===== config.mk =====
export PLATFORM = sky130hd
export DESIGN_NAME = igsg_emit_flat
export DESIGN_NICKNAME = d
export VERILOG_FILES = /design/src/hdl/igsg_pkg.sv /design/src/hdl/igsg_rsp_if.sv /design/src/hdl/igsg_emit.sv /design/src/flat_wrapper.sv
export SDC_FILE = /design/constraint.sdc
export NUM_CORES = 1
export LEC_CHECK = 0
export BUFFER_PORTS_ARGS = -buffer_cell sky130_fd_sc_hd__clkbuf_2
export CORE_MARGIN = 2
export CORE_UTILIZATION = 25
export DETAILED_ROUTE_END_ITERATION = 10
export GPL_ROUTABILITY_DRIVEN = 0
export PLACE_DENSITY = 0.44
export SLEW_MARGIN = 40
export SYNTH_ARGS = -nofsm -noshare
export SYNTH_HDL_FRONTEND = slang
export SYNTH_SLANG_ARGS = --single-unit

===== constraint.sdc =====
create_clock -name clock -period 7.19 [get_ports clock]
set_clock_uncertainty 0.15 [all_clocks]
set_input_delay 0.3595 -clock clock [delete_from_list [all_inputs] [get_ports clock]]
set_output_delay 0.3595 -clock clock [all_outputs]
set_load 0.01 [all_outputs]

===== src/hdl/igsg_pkg.sv =====
// Shared constants, codes and types of the isometric grid segment generator.
package igsg_pkg;

   localparam int MAX_COLS = 1024;
   localparam int MAX_ROWS = 1024;

   localparam int COL_W  = $clog2(MAX_COLS + 1);
   localparam int ROW_W  = $clog2(MAX_ROWS);
   localparam int ADDR_W = $clog2(MAX_COLS);

   localparam int HEIGHT_W    = 16;
   localparam int COORD_W     = 25;
   localparam int ROW_WIDTH_W = 11;
   localparam int TWH_W       = 10;
   localparam int THH_W       = 10;
   localparam int DEPTH_W     = 9;
   localparam int CSR_DATA_W  = 11;
   localparam int CSR_INDEX_W = 2;

   localparam int SUM_W   = ((COL_W > ROW_W) ? COL_W : ROW_W) + 1;
   localparam int DIFF_W  = SUM_W + 1;
   localparam int PX_W    = DIFF_W + TWH_W + 1;
   localparam int PY_W    = SUM_W + THH_W - 1;
   localparam int PRODH_W = HEIGHT_W + DEPTH_W;

   localparam logic [ROW_WIDTH_W-1:0] ROW_WIDTH_RST = ROW_WIDTH_W'(1);
   localparam logic [TWH_W-1:0]       TWH_RST       = TWH_W'(10);
   localparam logic [THH_W-1:0]       THH_RST       = THH_W'(10);
   localparam logic [DEPTH_W-1:0]     DEPTH_RST     = DEPTH_W'(1);

   typedef enum logic [CSR_INDEX_W-1:0] {
      CSR_ROW_WIDTH        = 2'd0,
      CSR_X_STEP           = 2'd1,
      CSR_TILE_HEIGHT_HALF = 2'd2,
      CSR_DEPTH_SCALE      = 2'd3
   } csr_index_type;

   typedef enum logic {
      SEG_LEFT = 1'b0,
      SEG_UP   = 1'b1
   } seg_kind_type;

   // Products of one grid point, handed to the segment stage
   typedef struct packed {
      logic signed [PX_W-1:0]    px;
      logic        [PY_W-1:0]    py;
      logic signed [PRODH_W-1:0] hd;
      logic signed [PRODH_W-1:0] pd;
      logic signed [PRODH_W-1:0] ud;
      logic                      has_left;
      logic                      has_up;
   } proj_type;

endpackage


===== src/hdl/igsg_rsp_if.sv =====
// Segment channel: valid/ready plus the two screen points and flags.
interface igsg_rsp_if import igsg_pkg::*; ();
   logic                      valid;
   logic                      ready;
   logic signed [COORD_W-1:0] start_x;
   logic signed [COORD_W-1:0] start_y;
   logic signed [COORD_W-1:0] end_x;
   logic signed [COORD_W-1:0] end_y;
   logic                      segment_kind;
   logic                      last_of_item;

   modport source (output valid, output start_x, output start_y, output end_x,
                   output end_y, output segment_kind, output last_of_item,
                   input ready);
   modport sink   (input valid, input start_x, input start_y, input end_x,
                   input end_y, input segment_kind, input last_of_item,
                   output ready);
endinterface


===== src/hdl/igsg_emit.sv =====
// Segment stage: holds one point's products and issues its segments into the output register.
module igsg_emit import igsg_pkg::*; (
   input  logic             clock,
   input  logic             reset,
   input  logic             item_valid,
   output logic             item_ready,
   input  proj_type         item,
   input  logic [TWH_W-1:0] x_step,
   input  logic [THH_W-2:0] tile_height_step,
   igsg_rsp_if.source       rsp_if
);

   logic                      s2_valid_ff, s2_valid_in;
   logic                      phase_ff, phase_in;
   proj_type                  s2_item_ff;
   logic                      rsp_valid_ff, rsp_valid_in;
   logic signed [COORD_W-1:0] sx_ff, sy_ff, ex_ff, ey_ff;
   logic                      kind_ff, last_ff;

   logic                      out_free, emit_left, emit_up, load, s2_done;
   logic signed [COORD_W-1:0] sx, sy, base_y, ex, ey;

   assign out_free  = !rsp_valid_ff || rsp_if.ready;
   assign emit_left = s2_valid_ff && s2_item_ff.has_left && !phase_ff;
   assign emit_up   = s2_valid_ff && s2_item_ff.has_up
                      && (phase_ff || !s2_item_ff.has_left);
   assign load      = out_free && (emit_left || emit_up);
   // done when nothing to emit, or the final segment goes out now
   assign s2_done   = s2_valid_ff && ((!emit_left && !emit_up)
                      || (out_free && !(emit_left && s2_item_ff.has_up)));
   assign item_ready = !s2_valid_ff || s2_done;

   always_comb begin
      sx     = COORD_W'(s2_item_ff.px);
      sy     = $signed(COORD_W'(s2_item_ff.py)) - COORD_W'(s2_item_ff.hd);
      base_y = $signed(COORD_W'(s2_item_ff.py))
               - $signed(COORD_W'(tile_height_step));
      if (emit_left) begin
         ex = sx - $signed(COORD_W'(x_step));
         ey = base_y - COORD_W'(s2_item_ff.pd);
      end else begin
         ex = sx + $signed(COORD_W'(x_step));
         ey = base_y - COORD_W'(s2_item_ff.ud);
      end
   end

   always_comb begin
      s2_valid_in = s2_valid_ff;
      phase_in    = phase_ff;
      if (item_ready) begin
         s2_valid_in = item_valid;
         phase_in    = 1'b0;
      end else if (load) begin
         phase_in = 1'b1;
      end
      rsp_valid_in = load || (rsp_valid_ff && !rsp_if.ready);
   end

   always_ff @(posedge clock) begin
      if (reset) begin
         s2_valid_ff  <= 1'b0;
         phase_ff     <= 1'b0;
         rsp_valid_ff <= 1'b0;
      end else begin
         s2_valid_ff  <= s2_valid_in;
         phase_ff     <= phase_in;
         rsp_valid_ff <= rsp_valid_in;
      end
   end

   always_ff @(posedge clock) begin
      if (item_ready) begin
         s2_item_ff <= item;
      end
      if (load) begin
         sx_ff   <= sx;
         sy_ff   <= sy;
         ex_ff   <= ex;
         ey_ff   <= ey;
         kind_ff <= emit_left ? SEG_LEFT : SEG_UP;
         last_ff <= emit_left ? !s2_item_ff.has_up : 1'b1;
      end
   end

   assign rsp_if.valid        = rsp_valid_ff;
   assign rsp_if.start_x      = sx_ff;
   assign rsp_if.start_y      = sy_ff;
   assign rsp_if.end_x        = ex_ff;
   assign rsp_if.end_y        = ey_ff;
   assign rsp_if.segment_kind = kind_ff;
   assign rsp_if.last_of_item = last_ff;

endmodule


===== src/flat_wrapper.sv =====
// flat-port wrapper written by rule: the top's interface ports become plain ports
module igsg_emit_flat import igsg_pkg::*;
  (clock, reset, item_valid, item_ready, item, x_step, tile_height_step, rsp_if_valid, rsp_if_start_x, rsp_if_start_y, rsp_if_end_x, rsp_if_end_y, rsp_if_segment_kind, rsp_if_last_of_item, rsp_if_ready);
  igsg_rsp_if rsp_if_i ();
  input  logic clock;
  input  logic reset;
  input  logic item_valid;
  output logic item_ready;
  input  proj_type item;
  input  logic [TWH_W-1:0] x_step;
  input  logic [THH_W-2:0] tile_height_step;
  output wire logic [$bits(rsp_if_i.valid)-1:0] rsp_if_valid;
  output wire logic [$bits(rsp_if_i.start_x)-1:0] rsp_if_start_x;
  output wire logic [$bits(rsp_if_i.start_y)-1:0] rsp_if_start_y;
  output wire logic [$bits(rsp_if_i.end_x)-1:0] rsp_if_end_x;
  output wire logic [$bits(rsp_if_i.end_y)-1:0] rsp_if_end_y;
  output wire logic [$bits(rsp_if_i.segment_kind)-1:0] rsp_if_segment_kind;
  output wire logic [$bits(rsp_if_i.last_of_item)-1:0] rsp_if_last_of_item;
  input wire logic [$bits(rsp_if_i.ready)-1:0] rsp_if_ready;
  assign rsp_if_valid = rsp_if_i.valid;
  assign rsp_if_start_x = rsp_if_i.start_x;
  assign rsp_if_start_y = rsp_if_i.start_y;
  assign rsp_if_end_x = rsp_if_i.end_x;
  assign rsp_if_end_y = rsp_if_i.end_y;
  assign rsp_if_segment_kind = rsp_if_i.segment_kind;
  assign rsp_if_last_of_item = rsp_if_i.last_of_item;
  assign rsp_if_i.ready = rsp_if_ready;
  igsg_emit u_core (.clock(clock), .reset(reset), .item_valid(item_valid), .item_ready(item_ready), .item(item), .x_step(x_step), .tile_height_step(tile_height_step), .rsp_if(rsp_if_i));
endmodule

# Yosys cells after proc, flatten, opt, wreduce, memory -nomap -nowiden

Index checks and enable logic that the tools add are counted.

Flip-flop bits (word level): 226
Bits of input ports: 145
Output and inout bits: 104
Word-level logic and storage cells: 51

Muxes and demuxes: 3
Reduce and logical (&&, ||, !) cells: 26
Add/sub/neg operators: 6

Operators by type and width:

| cell                         | number |
|---|---|
| two-way mux 25 bit           | 2 |
| subtractor 25 bit            | 2 |
| adder 24 x 11 -> 25 bit      | 1 |
| subtractor 22 x 25 -> 25 bit | 1 |
| subtractor 24 x 11 -> 25 bit | 1 |
| subtractor 21 x 9 -> 22 bit  | 1 |
| logical AND 1 bit            | 10 |
| logical NOT 1 bit            | 9 |
| logical OR 1 bit             | 6 |
| OR reduction 2 bit           | 1 |
| two-way mux 1 bit            | 1 |

# Logic depth before layout (Yosys ltp)

Depth in word-level cells: 9
Mapped depth: 19
Mapped depth without buffers: 18

# Worst setup path before layout

OpenSTA, ideal clock, no wires.

Path kind: register to register
Start point: register u_core.s2_item_ff[1] in the netlist's numbering
End point: register u_core.s2_valid_ff
Clock period less this slack: 7.840 ns
Setup time: 0.400 ns
Data arrival time: 7.289 ns
Buffers on the path: 1
Setup slack: -0.650 ns
Data required time: 6.640 ns
Cell stages (with the launch flop): 5
Cells stage by stage: edfxtp_1 -> and3b_1 -> clkbuf_1 -> a22oi_1 -> a21oi_1

Cells in the longest elaborated chain, start to end: 8
Elaborated cells on any way between the ends: 14
Classes of those cells: reduce/logical: 14

RTL lines:

| what                                                   | RTL line                         | RTL |
|---|---|---|
| start, declared                                        | igsg_emit.sv:15                  | `proj_type s2_item_ff;` |
| start signal, assigned                                 | igsg_emit.sv:73                  | `s2_item_ff <= item;` |
| logical NOT 1 bit or logical AND 1 bit (tied branches) | igsg_emit.sv:26, igsg_emit.sv:24 |  |
| logical OR 1 bit or logical AND 1 bit (tied branches)  | igsg_emit.sv:26, igsg_emit.sv:24 |  |
| logical AND 1 bit (on tied branches)                   | igsg_emit.sv:26, igsg_emit.sv:30 |  |
| logical NOT 1 bit (on tied branches)                   | igsg_emit.sv:29, igsg_emit.sv:30 |  |
| logical AND 1 bit (on tied branches)                   | igsg_emit.sv:29, igsg_emit.sv:30 |  |
| logical OR 1 bit *                                     | igsg_emit.sv:30                  | `\|\| (out_free && !(emit_left && s2_item_ff.has_up)));` |
| logical AND 1 bit *                                    | igsg_emit.sv:29                  | `assign s2_done = s2_valid_ff && ((!emit_left && !emit_up)` |
| logical OR 1 bit *                                     | igsg_emit.sv:31                  | `assign item_ready = !s2_valid_ff \|\| s2_done;` |
| net item_ready                                         | flat_wrapper.sv:8                | `output logic item_ready;` |
| end signal, assigned                                   | igsg_emit.sv:65                  | `s2_valid_ff <= s2_valid_in;` |
| end, declared                                          | igsg_emit.sv:13                  | `logic s2_valid_ff, s2_valid_in;` |

The timed path passes the listed nets; every way through them passes the cells marked *.
A chain may end at the register's enable or synchronous reset.

# Final worst setup path

Start point: register u_core.s2_item_ff[77] in the netlist's numbering
End point: register u_core.ey_ff[24] (netlist: u_core.rsp_if.end_y[24]), data pin

Cells in the longest elaborated chain, start to end: 3
Elaborated cells on any way between the ends: 4
Classes of those cells: add/sub: 3; mux: 1

RTL lines:

| what                                 | RTL line                         | RTL |
|---|---|---|
| subtractor 21 x 9 -> 22 bit *        | igsg_emit.sv:37                  | `- $signed(COORD_W'(tile_height_step));` |
| subtractor 25 bit (on tied branches) | igsg_emit.sv:43, igsg_emit.sv:40 |  |
| two-way mux 25 bit *                 | igsg_emit.sv:38                  | `if (emit_left) begin` |
| net u_core.ey[24]                    | igsg_emit.sv:21                  | `logic signed [COORD_W-1:0] sx, sy, base_y, ex, ey;` |
| end signal, assigned                 | igsg_emit.sv:79                  | `ey_ff <= ey;` |
| end, declared                        | igsg_emit.sv:17                  | `logic signed [COORD_W-1:0] sx_ff, sy_ff, ex_ff, ey_ff;` |

Marks and branches as above.

==> summary.md <==
| Metric | Value |
|---|---|
| Cell types with the highest counts after synthesis | 223 x edfxtp_1, 79 x ha_1, 67 x a21oi_1, 58 x xnor2_1, 52 x inv_1 |
| Buffers plus inverters on the worst setup path | 1 |
| Count of cells along the worst hold path | 3 |
| Share of Yosys cell area claimed by the top area cell type | 0.5698 |
| Starting density of the core | 0.2529 |
| Wire length of the first global-routing pass | slightly above 50 mm |
| Run status | finished, final reports clean |
| DRT antenna net count | 0 |
| Number of global-route vias before repair | ~8700 |
| Critical path arrival | roughly 4.7 ns |
| Setup slack after placement | 2.560 ns |
| Depth of the worst register-to-register path | 18 |
| Unrepaired setup endpoints after global routing | false |
| Largest fanout of any net on the critical path | 6 |
| Syn Inst Count | a little over 900 |
| CP cell instances | inv_1, ha_1, fa_1, nor2b_1, o21ai_1, a21boi_1, o21a_1, o21ai_0, o311ai_1, xnor2_1, ha_1, nand2_1, o21ai_0, nor2_1, o21ai_1, a221oi_1, a31oi_1, xnor2_1 |
| Core Box Area | 46460 um^2 |
| Final standard cell area without fillers | roughly 16000 um^2 |
| Maximum number of pins on one net before global-route repair | 61 |
| Share of the yosys chip area belonging to registers | 0.5750 |
| Maximum count of clock buffers along a single path | 3 |
| Number of DRC violations after detailed routing | 0 |
| Nets@finish | 1544 |
| Area Growth Syn to Fin | 35.17% |
| Count of routing violations after the opening detailed-route iteration | 430 |
| Number of antenna violations at the first check in global routing | 1 |
| Overall die height | ~220 um |
| Total setup violations reported at the end of the flow | 0 |
| CTS buffer count | 28 |
| Hold/Removal Path Class | in2reg |
| Worst setup margin | 2.700 ns |
| Terminating pin of the worst hold path | u_core.rsp_if.end_x[0]$_DFFE_PP_ |
| Hold Startpoint | x_step[0] |
| Power after layout | 4.058 mW |
| Ranking of synthesized cells by area | edfxtp_1 57%, ha_1 8.4%, xnor2_1 4.3% |
| Root buffer cell | clkbuf_16 |
| DR pass1 iterations | 5 |
| TNS Setup | 0 ns |
| Actual transition at the worst max-transition pin | 0.7568 ns |
| Die Wd | between 200 and 250 um |
| Endpoint of the worst-slack reg-to-reg timing path | u_core.rsp_if.end_y[24]$_DFFE_PP_ |
| Most frequent cell after synthesis | edfxtp_1 |
| Worst reg2reg startpoint | u_core.s2_item_ff[77]$_DFFE_PP_ |
| Category of the critical setup timing path | reg2reg |
| Residual overflow from global routing | 0 |
| Synthesized flop and latch total | 226 |
| Placed wire-length estimate after detailed placement | 24.21 mm |
| Net count after synthesis | between 1000 and 1500 |
| Setup bufs post-CTS | 0 |
| Number of core rows | 79 |
| Most frequently used flop master after synthesis | edfxtp_1 |
| Share of synthesized registers carrying an async set or reset | 0 |
| Final min period | 4.490 ns |
| Routed length per placed instance | 17.04 um |
| Final number of max-transition violations | 0 |
| I/O pins | 249 |
| Global-route usage over all layers | 0.1320 |
| Maximum single-stage delay on the critical path | 0.61 ns |
| Period utilization | 0.6244 |
| CTS tree | built |
| EDFF count, synth | 223 |
| Total area of multi-input combinational cells | about 4700 um^2 |
| Final-report hold violation count | 0 |
| Via density | 4.472 |
| Cell area after placement | ~14000 um^2 |
| Slowest cell on the critical path | a221oi_1 |
| Tightest slew margin relative to the limit | 0.4955 |
| Total wirelength of the detailed-routed design | ~33 mm |
| Highest Clock Rate | 0.2227 GHz |
| Mean instance size in the synthesized netlist | 12.65 um^2 |
| Count of warnings emitted by yosys | 0 |
| Count of max-cap constraint violations | 0 |
| IO Port Bufs | 248 |
| Cell area after synthesis | 11750 um^2 |
| Library cell occupying the most area in the post-synthesis netlist | edfxtp_1 |
| Proportion of layout cells with a drive suffix above 1 | 0.2380 |
| Die area | 48750 um^2 |
| Top delay family on crit path | compound AO/OA/AOI/OAI gates |
| Power Dens Cells | 255.5 nW/um^2 |
| Routed via count | 8694 |
| Count of fill cells added during filler insertion | 4676 |
| Number of unique standard cell types used by synthesis | 76 |
| Final core utilization | 0.3419 |
| Storage element area | 6756 um^2 |
| Critical path endpoint category | flop |
| Required time of the critical path | 7.35 ns |
| Clock latency on the worst-skew pair | roughly 0.56 ns |
| Number of H-tree levels | 1 |
| Clock sinks | 226 |
| Setup crit start kind | flop |
| Setup slack of the most critical reg-to-reg path | 2.70 ns |
| Peak supply drop | 0.1770 mV |
| Clock-pin transition on the worst setup and hold timing paths | ~0.060 ns |
| Critical path depth | 18 |
| Static leakage | 6.548 nW |
area by class of cell:
cell class                 count  area share
multi-input combinational    628      0.2974
tap                          607     0.04781
clock inverter                19     0.01063
timing repair buffer         379      0.1600
clock buffer                  31     0.04616
inverter                      53     0.01252
antenna                        1   0.0001575
sequential                   226      0.4254
sequential cells by signal, indices dropped and copies added, names as in the netlist:
| name | cells |
|---|---|
| u_core.s2_item_ff | 122 |
| u_core.rsp_if.end_x | 25 |
| u_core.rsp_if.end_y | 25 |
| u_core.rsp_if.start_y | 25 |
| u_core.rsp_if.start_x | 24 |
| u_core.phase_ff | 1 |
| u_core.rsp_if.last_of_item | 1 |
| u_core.rsp_if.segment_kind | 1 |
| u_core.rsp_if.valid | 1 |
| u_core.s2_valid_ff | 1 |
layer usage:
layer  share of wire  vias up  track usage
li1                -     4292            -
met1            0.43     4105       0.1659
met2            0.49      255       0.2337
met3           0.056       42      0.02787
met4           0.018        0      0.02511
met5               0        -            0
stage by stage:
step	hold slack (ns)	instances
6_report	0.1549	1944
5_1_grt	0.1574	1944
4_1_cts	0.1176	1943
3_5_place_dp	0.2953	1768
3_3_place_gp	0.2934	1768
2_1_floorplan	0.2764	929
how the worst max path moves through the flow:
stage | end | slack (ns) | from
CTS | u_core.rsp_if.end_y[24]$_DFFE_PP_ | 2.68 | u_core.s2_item_ff[77]$_DFFE_PP_
global placement | u_core.rsp_if.end_y[24]$_DFFE_PP_ | 2.63 | tile_height_step[0]
global route | u_core.rsp_if.end_y[22]$_DFFE_PP_ | 2.35 | u_core.s2_item_ff[77]$_DFFE_PP_
detailed placement | u_core.rsp_if.end_y[24]$_DFFE_PP_ | 2.56 | tile_height_step[0]
finish | u_core.rsp_if.end_y[24]$_DFFE_PP_ | 2.70 | u_core.s2_item_ff[77]$_DFFE_PP_
floorplan | u_core.rsp_if.end_x[0]$_DFFE_PP_ | 1.47 | u_core.phase_ff$_SDFFE_PP0P_
kinds of logic after synthesis:
logic type | synth area share
simple gates | 0.08167
buf+inv | 0.02491
flops | 0.5750
xor+xnor | 0.06559
fa+ha+maj | 0.09093
mux | 0.02428
compound gates | 0.1377
timing repair:
action	CTS	global route
endpoints found under the hold margin	125	0
resized for setup	0	0
hold buffers	125	0
tightest hold or removal path, delay by kind of cell:
kind / cells / cell delay, ns
buffers and inverters: 2 / 0.18
adders and majority gates: 1 / 0.15
cells in the final DEF, fill, tap and decap left out, drive strengths merged, types with 5 or more instances in the layout:
master and n:
a211oi 7, a21o 23, a21oi 67, a31oi 16, and2 5, and3 8, buf 6, clkbuf 279
clkinv 14, dlygate4sd3 125, edfxtp 223, ha 79, inv 53, mux2i 27, nand2 49, nand2b 10
nand3 7, nand4 8, nor2 48, nor2b 19, nor3 18, o211ai 6, o21a 14, o21ai 38
o21bai 15, o41ai 7, or3 5, xnor2 58, xor2 30
power breakdown:
group | internal (mW) | switching (mW)
logic | 0.423 | 0.550
registers | 1.64 | 0.0544
clock network | 0.834 | 0.559
total | 2.89 | 1.16
(Power assumes the default switching activity.)
